$ cat src/hdl/rpt_pkg.sv
// Package for the rain period totalizer.
// Holds the record codes, register indexes, walk state and threshold types.
// No dependencies.
package rpt_pkg;

	localparam int RAIN_W  = 16;
	localparam int MIN_W   = 16;
	localparam int INTV_W  = 8;
	localparam int IDX_W   = 2;
	localparam int NPER    = 4;

	localparam logic [INTV_W-1:0] INTERVAL_INVALID = 8'hFF;
	localparam logic [RAIN_W-1:0] RAIN_INVALID     = 16'hFFFF;

	localparam int P_HOUR  = 0;
	localparam int P_DAY   = 1;
	localparam int P_WEEK  = 2;
	localparam int P_MONTH = 3;

	localparam logic [IDX_W-1:0] REG_HOUR  = 2'd0;
	localparam logic [IDX_W-1:0] REG_DAY   = 2'd1;
	localparam logic [IDX_W-1:0] REG_WEEK  = 2'd2;
	localparam logic [IDX_W-1:0] REG_MONTH = 2'd3;

	localparam logic [MIN_W-1:0] HOUR_RESET  = 16'd60;
	localparam logic [MIN_W-1:0] DAY_RESET   = 16'd1440;
	localparam logic [MIN_W-1:0] WEEK_RESET  = 16'd10080;
	localparam logic [MIN_W-1:0] MONTH_RESET = 16'd43200;

	localparam logic STATUS_OK      = 1'b0;
	localparam logic STATUS_INVALID = 1'b1;

	typedef struct packed {
		logic [RAIN_W-1:0]            newest;
		logic [MIN_W-1:0]             elapsed;
		logic [2:0]                   done;
		logic [NPER-1:0][RAIN_W-1:0]  totals;
		logic                         active;
	} walk_t;

	typedef struct packed {
		logic [MIN_W-1:0] hour;
		logic [MIN_W-1:0] day;
		logic [MIN_W-1:0] week;
		logic [MIN_W-1:0] month;
	} thresh_t;

	typedef struct packed {
		logic [INTV_W-1:0] interval;
		logic [RAIN_W-1:0] rain;
		logic              first;
		logic              last;
	} record_t;

	typedef struct packed {
		logic emit;
		logic status;
	} step_res_t;

endpackage

$ cat src/hdl/rpt_step.sv
// Per-record update of the walk state: threshold checks, period take, elapsed add.
// Purely combinational; uses rpt_pkg.
module rpt_step import rpt_pkg::*; (
	input  walk_t     cur,
	input  thresh_t   thr,
	input  record_t   rec,
	output walk_t     nxt,
	output step_res_t res
);

	walk_t             eff;
	logic              rain_ok;
	logic [RAIN_W-1:0] diff;

	always_comb begin
		eff = cur;
		if (rec.first) begin
			eff.newest  = rec.rain;
			eff.elapsed = '0;
			eff.done    = '0;
			eff.totals  = '0;
			eff.active  = 1'b1;
		end

		rain_ok = (rec.rain != RAIN_INVALID) && (eff.newest != RAIN_INVALID);
		diff    = eff.newest - rec.rain;

		nxt        = eff;
		res.emit   = 1'b0;
		res.status = STATUS_OK;

		if (eff.active) begin
			if (rec.interval == INTERVAL_INVALID) begin
				res.emit   = 1'b1;
				res.status = STATUS_INVALID;
				nxt.active = 1'b0;
			end else if (eff.elapsed >= thr.month) begin
				if (rain_ok) begin
					nxt.totals[P_MONTH] = diff;
				end
				res.emit   = 1'b1;
				nxt.active = 1'b0;
			end else begin
				if (!eff.done[P_WEEK] && eff.elapsed >= thr.week) begin
					if (rain_ok) begin
						nxt.totals[P_WEEK] = diff;
					end
					nxt.done[P_WEEK] = 1'b1;
				end else if (!eff.done[P_DAY] && eff.elapsed >= thr.day) begin
					if (rain_ok) begin
						nxt.totals[P_DAY] = diff;
					end
					nxt.done[P_DAY] = 1'b1;
				end else if (!eff.done[P_HOUR] && eff.elapsed >= thr.hour) begin
					if (rain_ok) begin
						nxt.totals[P_HOUR] = diff;
					end
					nxt.done[P_HOUR] = 1'b1;
				end
				nxt.elapsed = eff.elapsed + {{(MIN_W-INTV_W){1'b0}}, rec.interval};
				if (rec.last) begin
					res.emit   = 1'b1;
					nxt.active = 1'b0;
				end
			end
		end
	end

endmodule

$ cat src/hdl/rain_period_totalizer.sv
// Top level of the rain period totalizer: input stage, walk state, result register.
// Uses rpt_pkg and rpt_step.
//
// channel  direction  handshake            payload
// in       sink       in_valid/in_stall    interval_minutes rain_counter first_record last_record
// out      source     out_valid/out_stall  rain_hour rain_day rain_week rain_month walk_status
// config   sink       wr_en                wr_index wr_data
//
// One record per cycle while in_stall is low; a record is registered, then its
// compare and subtract against the walk state update the state and the result
// register when the output is free.
// Reset clears the walk state and loads the default thresholds.
// in_stall rises only while a record waits in the input stage and the result register
// is full and stalled.
module rain_period_totalizer import rpt_pkg::*; (
	input  logic               clk,
	input  logic               arst_n,
	input  logic               in_valid,
	output logic               in_stall,
	input  logic [INTV_W-1:0]  interval_minutes,
	input  logic [RAIN_W-1:0]  rain_counter,
	input  logic               first_record,
	input  logic               last_record,
	output logic               out_valid,
	input  logic               out_stall,
	output logic [RAIN_W-1:0]  rain_hour,
	output logic [RAIN_W-1:0]  rain_day,
	output logic [RAIN_W-1:0]  rain_week,
	output logic [RAIN_W-1:0]  rain_month,
	output logic               walk_status,
	input  logic               wr_en,
	input  logic [IDX_W-1:0]   wr_index,
	input  logic [MIN_W-1:0]   wr_data
);

	thresh_t   thr_q;
	walk_t     walk_q;
	walk_t     walk_nxt;
	record_t   rec_s1;
	logic      valid_s1;
	step_res_t res;
	logic      out_free;
	logic      adv;
	logic      in_xfer;

	logic [NPER-1:0][RAIN_W-1:0] totals_q;
	logic                        status_q;
	logic                        out_valid_q;

	assign out_free = !out_valid_q || !out_stall;
	assign adv      = valid_s1 && out_free;
	assign in_stall = valid_s1 && !out_free;
	assign in_xfer  = in_valid && !in_stall;

	rpt_step u_step (
		.cur (walk_q),
		.thr (thr_q),
		.rec (rec_s1),
		.nxt (walk_nxt),
		.res (res)
	);

	always_ff @(posedge clk or negedge arst_n) begin
		if (!arst_n) begin
			thr_q.hour  <= HOUR_RESET;
			thr_q.day   <= DAY_RESET;
			thr_q.week  <= WEEK_RESET;
			thr_q.month <= MONTH_RESET;
		end else if (wr_en) begin
			case (wr_index)
				REG_HOUR:  thr_q.hour  <= wr_data;
				REG_DAY:   thr_q.day   <= wr_data;
				REG_WEEK:  thr_q.week  <= wr_data;
				REG_MONTH: thr_q.month <= wr_data;
				default:   ;
			endcase
		end
	end

	always_ff @(posedge clk or negedge arst_n) begin
		if (!arst_n) begin
			valid_s1 <= 1'b0;
		end else if (!in_stall) begin
			valid_s1 <= in_valid;
		end
	end

	always_ff @(posedge clk) begin
		if (in_xfer) begin
			rec_s1.interval <= interval_minutes;
			rec_s1.rain     <= rain_counter;
			rec_s1.first    <= first_record;
			rec_s1.last     <= last_record;
		end
	end

	always_ff @(posedge clk or negedge arst_n) begin
		if (!arst_n) begin
			walk_q <= '0;
		end else if (adv) begin
			walk_q <= walk_nxt;
		end
	end

	always_ff @(posedge clk or negedge arst_n) begin
		if (!arst_n) begin
			out_valid_q <= 1'b0;
		end else if (out_free) begin
			out_valid_q <= adv && res.emit;
		end
	end

	always_ff @(posedge clk) begin
		if (adv && res.emit) begin
			totals_q <= walk_nxt.totals;
			status_q <= res.status;
		end
	end

	assign out_valid   = out_valid_q;
	assign rain_hour   = totals_q[P_HOUR];
	assign rain_day    = totals_q[P_DAY];
	assign rain_week   = totals_q[P_WEEK];
	assign rain_month  = totals_q[P_MONTH];
	assign walk_status = status_q;

`ifndef SYNTHESIS
	a_stall_cause: assert property (@(posedge clk) disable iff (!arst_n)
		in_stall |-> (valid_s1 && out_valid_q && out_stall))
		else $error("input stalled without a blocked result");

	a_emit_ends_walk: assert property (@(posedge clk) disable iff (!arst_n)
		(adv && res.emit) |=> (!walk_q.active && out_valid_q))
		else $error("walk still active after its result");

	a_first_starts: assert property (@(posedge clk) disable iff (!arst_n)
		(adv && rec_s1.first && !res.emit) |=> (walk_q.active && walk_q.newest == $past(rec_s1.rain)))
		else $error("first record did not start a walk");
`endif

endmodule

$ cat config.mk
export PLATFORM = sky130hd
export DESIGN_NAME = rain_period_totalizer
export DESIGN_NICKNAME = d
export VERILOG_FILES = /design/src/hdl/rpt_pkg.sv /design/src/hdl/rpt_step.sv /design/src/hdl/rain_period_totalizer.sv
export SDC_FILE = /design/constraint.sdc
export NUM_CORES = 1
export LEC_CHECK = 0
export ABC_AREA = 1
export BUFFER_PORTS_ARGS = -buffer_cell sky130_fd_sc_hd__buf_2
export CORE_MARGIN = 5
export CORE_UTILIZATION = 61
export DETAILED_ROUTE_END_ITERATION = 12
export MAX_ROUTING_LAYER = met4
export PLACE_DENSITY_LB_ADDON = 0.12
export RECOVER_POWER = 25
export SLEW_MARGIN = 10
export SYNTH_ARGS = -nofsm -noshare
export SYNTH_HDL_FRONTEND = slang
export SYNTH_SLANG_ARGS = --single-unit
$ cat constraint.sdc
create_clock -name clk -period 7.4 [get_ports clk]
set_input_delay 1.48 -clock clk [delete_from_list [all_inputs] [get_ports clk]]
set_output_delay 1.48 -clock clk [all_outputs]
set_load 0.02 [all_outputs]
Yosys cells after proc, flatten, opt, wreduce, memory -nomap -nowiden:

Index checks and enable logic that the tools add are counted.

* flip-flop bits (word level): 257
* input port bits: 49
* output and inout bits: 67

* $add $sub $neg: 2
* reduce and logical (&&, ||, !) cells: 21
* order comparisons: 4
* muxes and demuxes: 28
* equal/unequal tests: 6

Operators with widths (number)
* $mux W16: 9
* $mux W100: 1
* $mux W84: 1
* $mux W83: 1
* $ge A16 B16 Y1: 4
* $mux W48: 1
* $mux W32: 1
* $ne A16 B16 Y1 const B: 2
* $mux W19: 1
* $add A16 B8 Y16: 1
* $sub A16 B16 Y16: 1
* $mux W1: 11
* $eq A8 B8 Y1 const B: 1
* $logic_and A1 B1 Y1: 8
* $reduce_and A2 Y1: 4
* $logic_not A1 Y1: 7
* $eq A2 B2 Y1 const B: 2
* $mux W2: 2
* $eq A2 B1 Y1 const B: 1
* $logic_not A2 Y1: 1
* $logic_or A1 B1 Y1: 1

Depth between registers and ports, before layout:

Gate-level depths: netlist (run 1).

* word-level depth: 10
* depth in mapped cells: 24

Hierarchy:

A second synthesis (run 1) with hierarchy kept.

* cell total of the unflattened synthesis: 1844
* area total of the unflattened synthesis: 14889.3 um2

Modules (own cells, without submodules)
* rain_period_totalizer: sequential area each 6910.4 um2, cells each 821, instances 1, area each 9355.2 um2
* rpt_step: sequential area each 0.0 um2, cells each 1023, instances 1, area each 5534.1 um2

Least setup slack after synthesis (run 1):

OpenSTA, ideal clock, no wires.

* kind: input port to flip-flop
* start point: input out_stall
* end point: register totals_q (netlist bit rain_day[0]), enable pin
* data required time: 6.912 ns
* slack: 1.577 ns
* cell stages on the path: 8
* path buffers: 1
* arrival time: 5.335 ns
* library setup time: 0.488 ns
* path through: nand2_1 > inv_1 > nor2_1 > inv_1 > nor2_1 > inv_1 > clkbuf_1 > nor2_1

* cells in the longest elaborated chain, start to end: 4

RTL lines
* start: declaration: RTL line rain_period_totalizer.sv:25 `input logic out_stall,`
* $logic_not A1 Y1: RTL line rain_period_totalizer.sv:50 `assign out_free = !out_valid_q || !out_stall;`
* $logic_or A1 B1 Y1: RTL line rain_period_totalizer.sv:50
* $logic_and A1 B1 Y1: RTL line rain_period_totalizer.sv:51 `assign adv = valid_s1 && out_free;`
* $logic_and A1 B1 Y1: RTL line rain_period_totalizer.sv:114 `if (adv && res.emit) begin`
* end signal: assignment: RTL line rain_period_totalizer.sv:115 `totals_q <= walk_nxt.totals;`
* end: declaration: RTL line rain_period_totalizer.sv:46 `logic [NPER-1:0][RAIN_W-1:0] totals_q;`

Every way passes these cells.
A chain may end at the register's enable or synchronous reset.

Worst setup path after layout (run 1):

* start point: register rec_s1[1] (netlist name)
* end point: register totals_q (netlist bit rain_day[11]), enable pin

* cells in the longest elaborated chain, start to end: 6

RTL lines
* start: declaration: RTL line rain_period_totalizer.sv:39 `record_t rec_s1;`
* $mux W100 *: RTL line rpt_step.sv:17 `if (rec.first) begin`
* $ge A16 B16 Y1: RTL line rpt_step.sv:37 `end else if (eff.elapsed >= thr.month) begin`
* $mux W1: RTL line rpt_step.sv:37
* $mux W1: RTL line rpt_step.sv:33 `if (rec.interval == INTERVAL_INVALID) begin`
* $mux W2 *: RTL line rpt_step.sv:32 `if (eff.active) begin`
* $logic_and A1 B1 Y1 *: RTL line rain_period_totalizer.sv:114

Every way passes the cells marked *; elsewhere a longest branch is shown, timed or not.

==> impl_metrics.toml, run 1 <==
[setup_path]
cp_max_fo = 71
crit_chain = "buf_4, inv_4, nand2_1, inv_1, ha_1, nand2_1, inv_1, nand3_1, nor3_1, nand4_1, nand4_1, nor2_1, nor2_4, buf_4"
worst_r2r_path_depth = 14
cp-end-kind = "flop"
crit_buf_inv = 5
reg2reg_slack_ps = 2670
worstPathRequired_ps = 7590
cp_slowest_cell = "nor2_4"
start_kind = "flop"
cp.arrival_ps = 4920
cp-endpoint = "rain_day[11]$_DFFE_PP_"
path_class = "flop to flop"
worstSetupPathDepth = 14
rr_startpoint = "rec_s1[1]$_DFFE_PP_"
worstSetupStartpoint = "rec_s1[1]$_DFFE_PP_"
slowest_delay_ps = 660
critPathTopFamily = "simple AND/OR/NAND/NOR gates"
r2r_end = "rain_day[11]$_DFFE_PP_"

[detailed_routing]
wirelength_um = 34160
final_antenna_net_count = 0
drc = 0
vias = 11522
wl_per_cell_um = 16.31
first_pass_iters = 7
drtIter0Drc = 1009
routed_via_density = 5.502

[synth]
synth_nets = 1822
syn_inst = 1689
synth_warnings = 0
synth-edff-count = 91
yosys.cell_types.count = 53
syn_avg_cell_area_um2 = 8.247
ys_top_cells_by_area = "dfrtp_1 26%, edfxtp_1 20%, nand2_1 14%"
yosysTopAreaCellShare_pct = 26.41
yosysTopAreaCell = "dfrtp_1"
ys_ff_latch = 257
syn_area_um2 = 13930
seq_area_frac_synth_pct = 49.61
async_reset_ff_share_pct = 64.59
synth_ff_type = "dfrtp_1"

[timing]
hold_viol = 0
tightest_slew_ps = 1364
fin_crit_ps = 4731
maxSlewViolCount = 0
slew_headroom_pct = 9.085
fin_crit_sh_pct = 63.94
rsz0062_at_grt = "no"
setup_violations = 0
fmax_mhz = 211.4
clock_skew_ps = 19.41
setup_tns_ps = 0

[clock_network]
htree_levels = 1
cts_setup_buffers = 0
clockBufferDepth = 3
cts_resized = 0
cts-root-buf = "clkbuf_16"
cts_sinks = 257
cts_made_buffers = 27
clk-insertion-delay-late_ps = 540
cts_tree = "yes"
path_clk_slew_ps = 60
ctsHoldBuffers = 0

[global_route]
antenna_found_initial = 0
grt_pass1_vias = 11184
grt_max_degree = 105
grt_overflow = 0
grt_pass1_wl_um = 56800
track_usage_pct = 27.41

[placed_design]
port_buffers = 115
dp_hpwl_um = 24250
gp_congestion = 0.9421

[worst_hold_path]
hp-class = "flop to flop"

[floorplanning]
row_count = 55
initial_core_util_pct = 61.71
dieArea_um2 = 25950
die_h_um = 161.1
die_x_um = 161.1
core_region_area_um2 = 22570
io_pins = 116

[cells_and_area]
layout-drive-gt1-share_pct = 11.50
layout_common_cells = "522 x nand2_1, 222 x inv_1, 147 x dfrtp_1"
layout_commonest_cell = "nand2_1"
multi_input_comb_area_um2 = 5908
area_growth_syn_to_layout_pct = 11.34
n_fill_cell = 1891
ff_latch_area_um2 = 6910
fin_nets = 1921
antenna_cells = 0

[power]
peakVddDrop_v = 0.0002296
leakage_nw = 7.765
p_total_mw = 4.427
p_per_area_nw_per_um2 = 285.5

[run_status]
outcome = "finished, final reports clean"

[job]
max_cap_viol_count = 0
==> power breakdown <==
part,leakage [nW],internal (mW),switching [mW]
combinational,4.38,0.402,0.916
clock,0.394,0.718,0.542
sequential,2.99,1.73,0.116
==> cells in the mapped netlist (6+ instances only) <==
master    instances
nand2_1         522
a21oi_1          57
o21ai_1          39
inv_1           223
ha_1             82
edfxtp_1         91
dfrtp_1         147
nor2_1          104
nand3_1          90
dfstp_2          19
xnor2_1           6
clkbuf_1         33
buf_1             9
o21ai_0         126
nand4_1          29
xor2_1           16
nor3_1           17
==> worst min-delay path, delay by kind of cell, from the launching register on <==
| kind | cells | cell delay [ps] |
|---|---|---|
| and+or+nand+nor | 2 | 110 |
| DFF | 1 | 340 |
==> worst min path at each step <==
stage	cells after the start	startpoint	endpoint	slack, ps
6_report	2	walk_q[62]$_DFFE_PN0P_	walk_q[62]$_DFFE_PN0P_	480
5_1_grt	2	walk_q[12]$_DFFE_PN0P_	walk_q[12]$_DFFE_PN0P_	500
4_1_cts	2	walk_q[62]$_DFFE_PN0P_	walk_q[62]$_DFFE_PN0P_	480
3_5_place_dp	2	walk_q[86]$_DFFE_PN0P_	walk_q[86]$_DFFE_PN0P_	460
3_3_place_gp	2	walk_q[86]$_DFFE_PN0P_	walk_q[86]$_DFFE_PN0P_	450
2_1_floorplan	2	walk_q[86]$_DFFE_PN0P_	walk_q[86]$_DFFE_PN0P_	440
==> state kept, by name, summed over array words and instances, names as in the netlist <==
register and cells:
walk_status 1, rain_month 16, rec_s1 26, thr_q 64, rain_day 16, valid_s1 1
rain_week 16, walk_q 100, out_valid 1, rain_hour 16
==> through the flow <==
stage | hold WS [ps] | worst slack (ps) | area, µm² | std cells | util, %
2_1_floorplan | 442.2 | 1577 | 13930 | 1689 | -
3_3_place_gp | 454.5 | 2746 | 14690 | 2044 | 65.09
3_5_place_dp | 463.0 | 2636 | 14690 | 2044 | 65.09
4_1_cts | 481.3 | 2629 | 15510 | 2094 | 68.70
5_1_grt | 498.9 | 2181 | 15510 | 2094 | 68.70
6_report | 479.1 | 2669 | 15510 | 2094 | 68.70
==> layout make-up <==
| class | count | share of cell area [%] |
|---|---|---|
| multi-input combinational | 1147 | 38.10 |
| inverter | 230 | 5.583 |
| sequential | 257 | 44.56 |
| clock buffer | 45 | 5.051 |
| clock inverter | 5 | 0.2017 |
| tap | 285 | 2.299 |
| timing repair buffer | 125 | 4.204 |
==> per-layer routing <==
metal  vias up  GRT usage (%)  part of all wire [%]
li1       5676              -                     -
met1      5389          38.90                    45
met2       398          43.28                    46
met3        59          2.628                   6.7
met4         0          6.863                   2.5
met5         -              -                     0
==> cells by family (layout without fill, tap and decap cells) <==
kind of cell               after synthesis  after routing  share of synthesized area, %
DFF                                    257            257                         49.61
xor gates and xnor gates                22             22                         1.383
adders and majority gates               84             84                         7.654
AOI/OAI and AO/OA                      251            251                         9.621
and+or+nand+nor                        790            790                         23.62
buffers and inverters                  285            405                         8.112
(Power assumes the default switching activity.)
==> inputs of run 2 (changes only) <==
- clock period: 7.4 -> 4.7 ns (I/O delays scaled with it)
==> impl_metrics.toml, run 2 (synthesis results as in run 1) <==
[global_route]
grt_max_degree = 107
top_usage_layer = "met2"
grt_pass1_wl_um = 58040
met2_usage_pct = 43.23
track_usage_pct = 28.04
grt_pass1_vias = 11277
met3_usage_pct = 3.904
antenna_found_initial = 0
grt_overflow = 0
met1_usage_pct = 39.94

[floorplanning]
dieArea_um2 = 25950
die_h_um = 161.1
die_x_um = 161.1
core_region_area_um2 = 22570
io_pins = 116
initial_core_util_pct = 61.71
row_count = 55

[timing]
setup_violations = 0
tightest_slew_ps = 2736
setup_tns_ps = 0
final.setup.worst_slack_ps = 775.8
clock_skew_ps = 13.22
fin_crit_sh_pct = 83.49
hold_viol = 0
fin_crit_ps = 3924
maxSlewViolCount = 106
rsz0062_at_grt = "no"
fmax_mhz = 254.8
slew_headroom_pct = -82.37

[cells_and_area]
multi_input_comb_area_um2 = 5908
largest_reg_flops = 100
n_fill_cell = 1823
ff_latch_area_um2 = 6910
antenna_cells = 0
largest_register = "walk_q"
layout_commonest_cell = "nand2_1"
final_core_util_pct = 69.09
area_growth_syn_to_layout_pct = 11.96
finalNonFillerCells = 2098
top_regs = "walk_q (100), thr_q (64), rec_s1 (26)"
fin_nets = 1926
layout-drive-gt1-share_pct = 11.91
layout_common_cells = "522 x nand2_1, 222 x inv_1, 147 x dfrtp_1"

[setup_path]
cp.arrival_ps = 4070
cp_max_fo = 62
cp-endpoint = "rain_month[5]$_DFFE_PP_"
slowest_delay_ps = 770
cp-end-kind = "flop"
worst_r2r_path_depth = 14
worstSetupStartpoint = "rec_s1[1]$_DFFE_PP_"
start_kind = "flop"
path_class = "flop to flop"
rr_startpoint = "rec_s1[1]$_DFFE_PP_"
reg2reg_slack_ps = 780
r2r_end = "rain_month[5]$_DFFE_PP_"
worstPathRequired_ps = 4850
crit_chain = "inv_4, nand2_1, inv_1, ha_1, nand2_1, inv_1, nand3_1, nor3_1, nand4_1, nand4_1, buf_4, nor2_1, nor2_4, buf_4"
cp_slowest_cell = "edfxtp_1"

[placed_design]
place_ws_ps = 884.5
dp_hpwl_um = 25000
port_buffers = 115
dpl.cell_count = 2049
gp_congestion = 0.9402

[clock_network]
cts-root-buf = "clkbuf_16"
cts_resized = 0
cts_made_buffers = 27
ctsHoldBuffers = 0
clockBufferDepth = 3
htree_levels = 1
cts_tree = "yes"
cts_setup_buffers = 0
clk-insertion-delay-late_ps = 530
cts_sinks = 257
path_clk_slew_ps = 60

[detailed_routing]
drtIter0Drc = 1032
first_pass_iters = 6
final_antenna_net_count = 0
wirelength_um = 34850
wl_per_cell_um = 16.61
drc = 0
vias = 11693
routed_via_density = 5.573

[job]
max_cap_viol_count = 1

[power]
leakage_nw = 7.826
p_per_area_nw_per_um2 = 454.9
peakVddDrop_v = 0.0003068

[worst_hold_path]
min_path_cells = 2
hp-class = "flop to flop"
worstHoldStart = "walk_q[93]$_DFFE_PN0P_"

[run_status]
outcome = "finished with violations"
violations = "capacitance limit, slew limit"
[run 2: changes by cell type in the layout (fill, tap and decap cells not counted), sizes merged]
| cell | delta |
|---|---|
| clkinv | +11 |
| clkinvlp | -1 |
| buf | +3 |
| inv | -1 |
| bufinv | +3 |
| clkbuf | -11 |
[run 2: layer usage]
metal / vias up / wire [µm] / part of all wire (%)
met5: - / 0 / 0
met4: 0 / 771 / 2.2
met3: 62 / 2566 / 7.4
met2: 445 / 16080 / 46
met1: 5500 / 15430 / 44
li1: 5686 / - / -
[run 2: how the worst min path moves through the flow]
stage / end / slack (ps)
6_report: walk_q[93]$_DFFE_PN0P_ / 480
5_1_grt: walk_q[1]$_DFFE_PN0P_ / 490
4_1_cts: walk_q[56]$_DFFE_PN0P_ / 480
3_5_place_dp: walk_q[18]$_DFFE_PN0P_ / 460
3_3_place_gp: walk_q[86]$_DFFE_PN0P_ / 460
2_1_floorplan: walk_q[86]$_DFFE_PN0P_ / 440
[run 2: critical path: cells and delay by family (launching register included)]
kind,cells,cell delay (ps)
AND/OR/NAND/NOR,8,1220
flip-flops,1,770
adder cells (fa/ha/maj),1,280
buffers and inverters,5,1190
[run 2: area by class of cell]
cell class | instances | share of cell area, %
flip-flops and latches | 257 | 44.32
multi-input cells | 1147 | 37.89
inverters | 230 | 5.552
clock buffers | 32 | 4.517
repair buffers | 130 | 4.453
well taps | 285 | 2.287
clock inverters | 17 | 0.9869
[run 2: report_power, final]
group / switching (mW) / total, mW / internal [mW]
clock: 0.852 / 2.08 / 1.23
sequential: 0.188 / 2.92 / 2.73
combinational: 1.46 / 2.10 / 0.641
total: 2.50 / 7.09 / 4.60
[run 2: metrics by stage]
step           hold WS, ps  cell area (µm²)  total power [mW]
3_5_place_dp         464.8            14740             5.018
4_1_cts              481.3            15600             7.107
6_report             476.8            15590             7.093
5_1_grt              494.0            15590             7.557
2_1_floorplan        442.2            13930             4.349
3_3_place_gp         455.1            14740             4.961
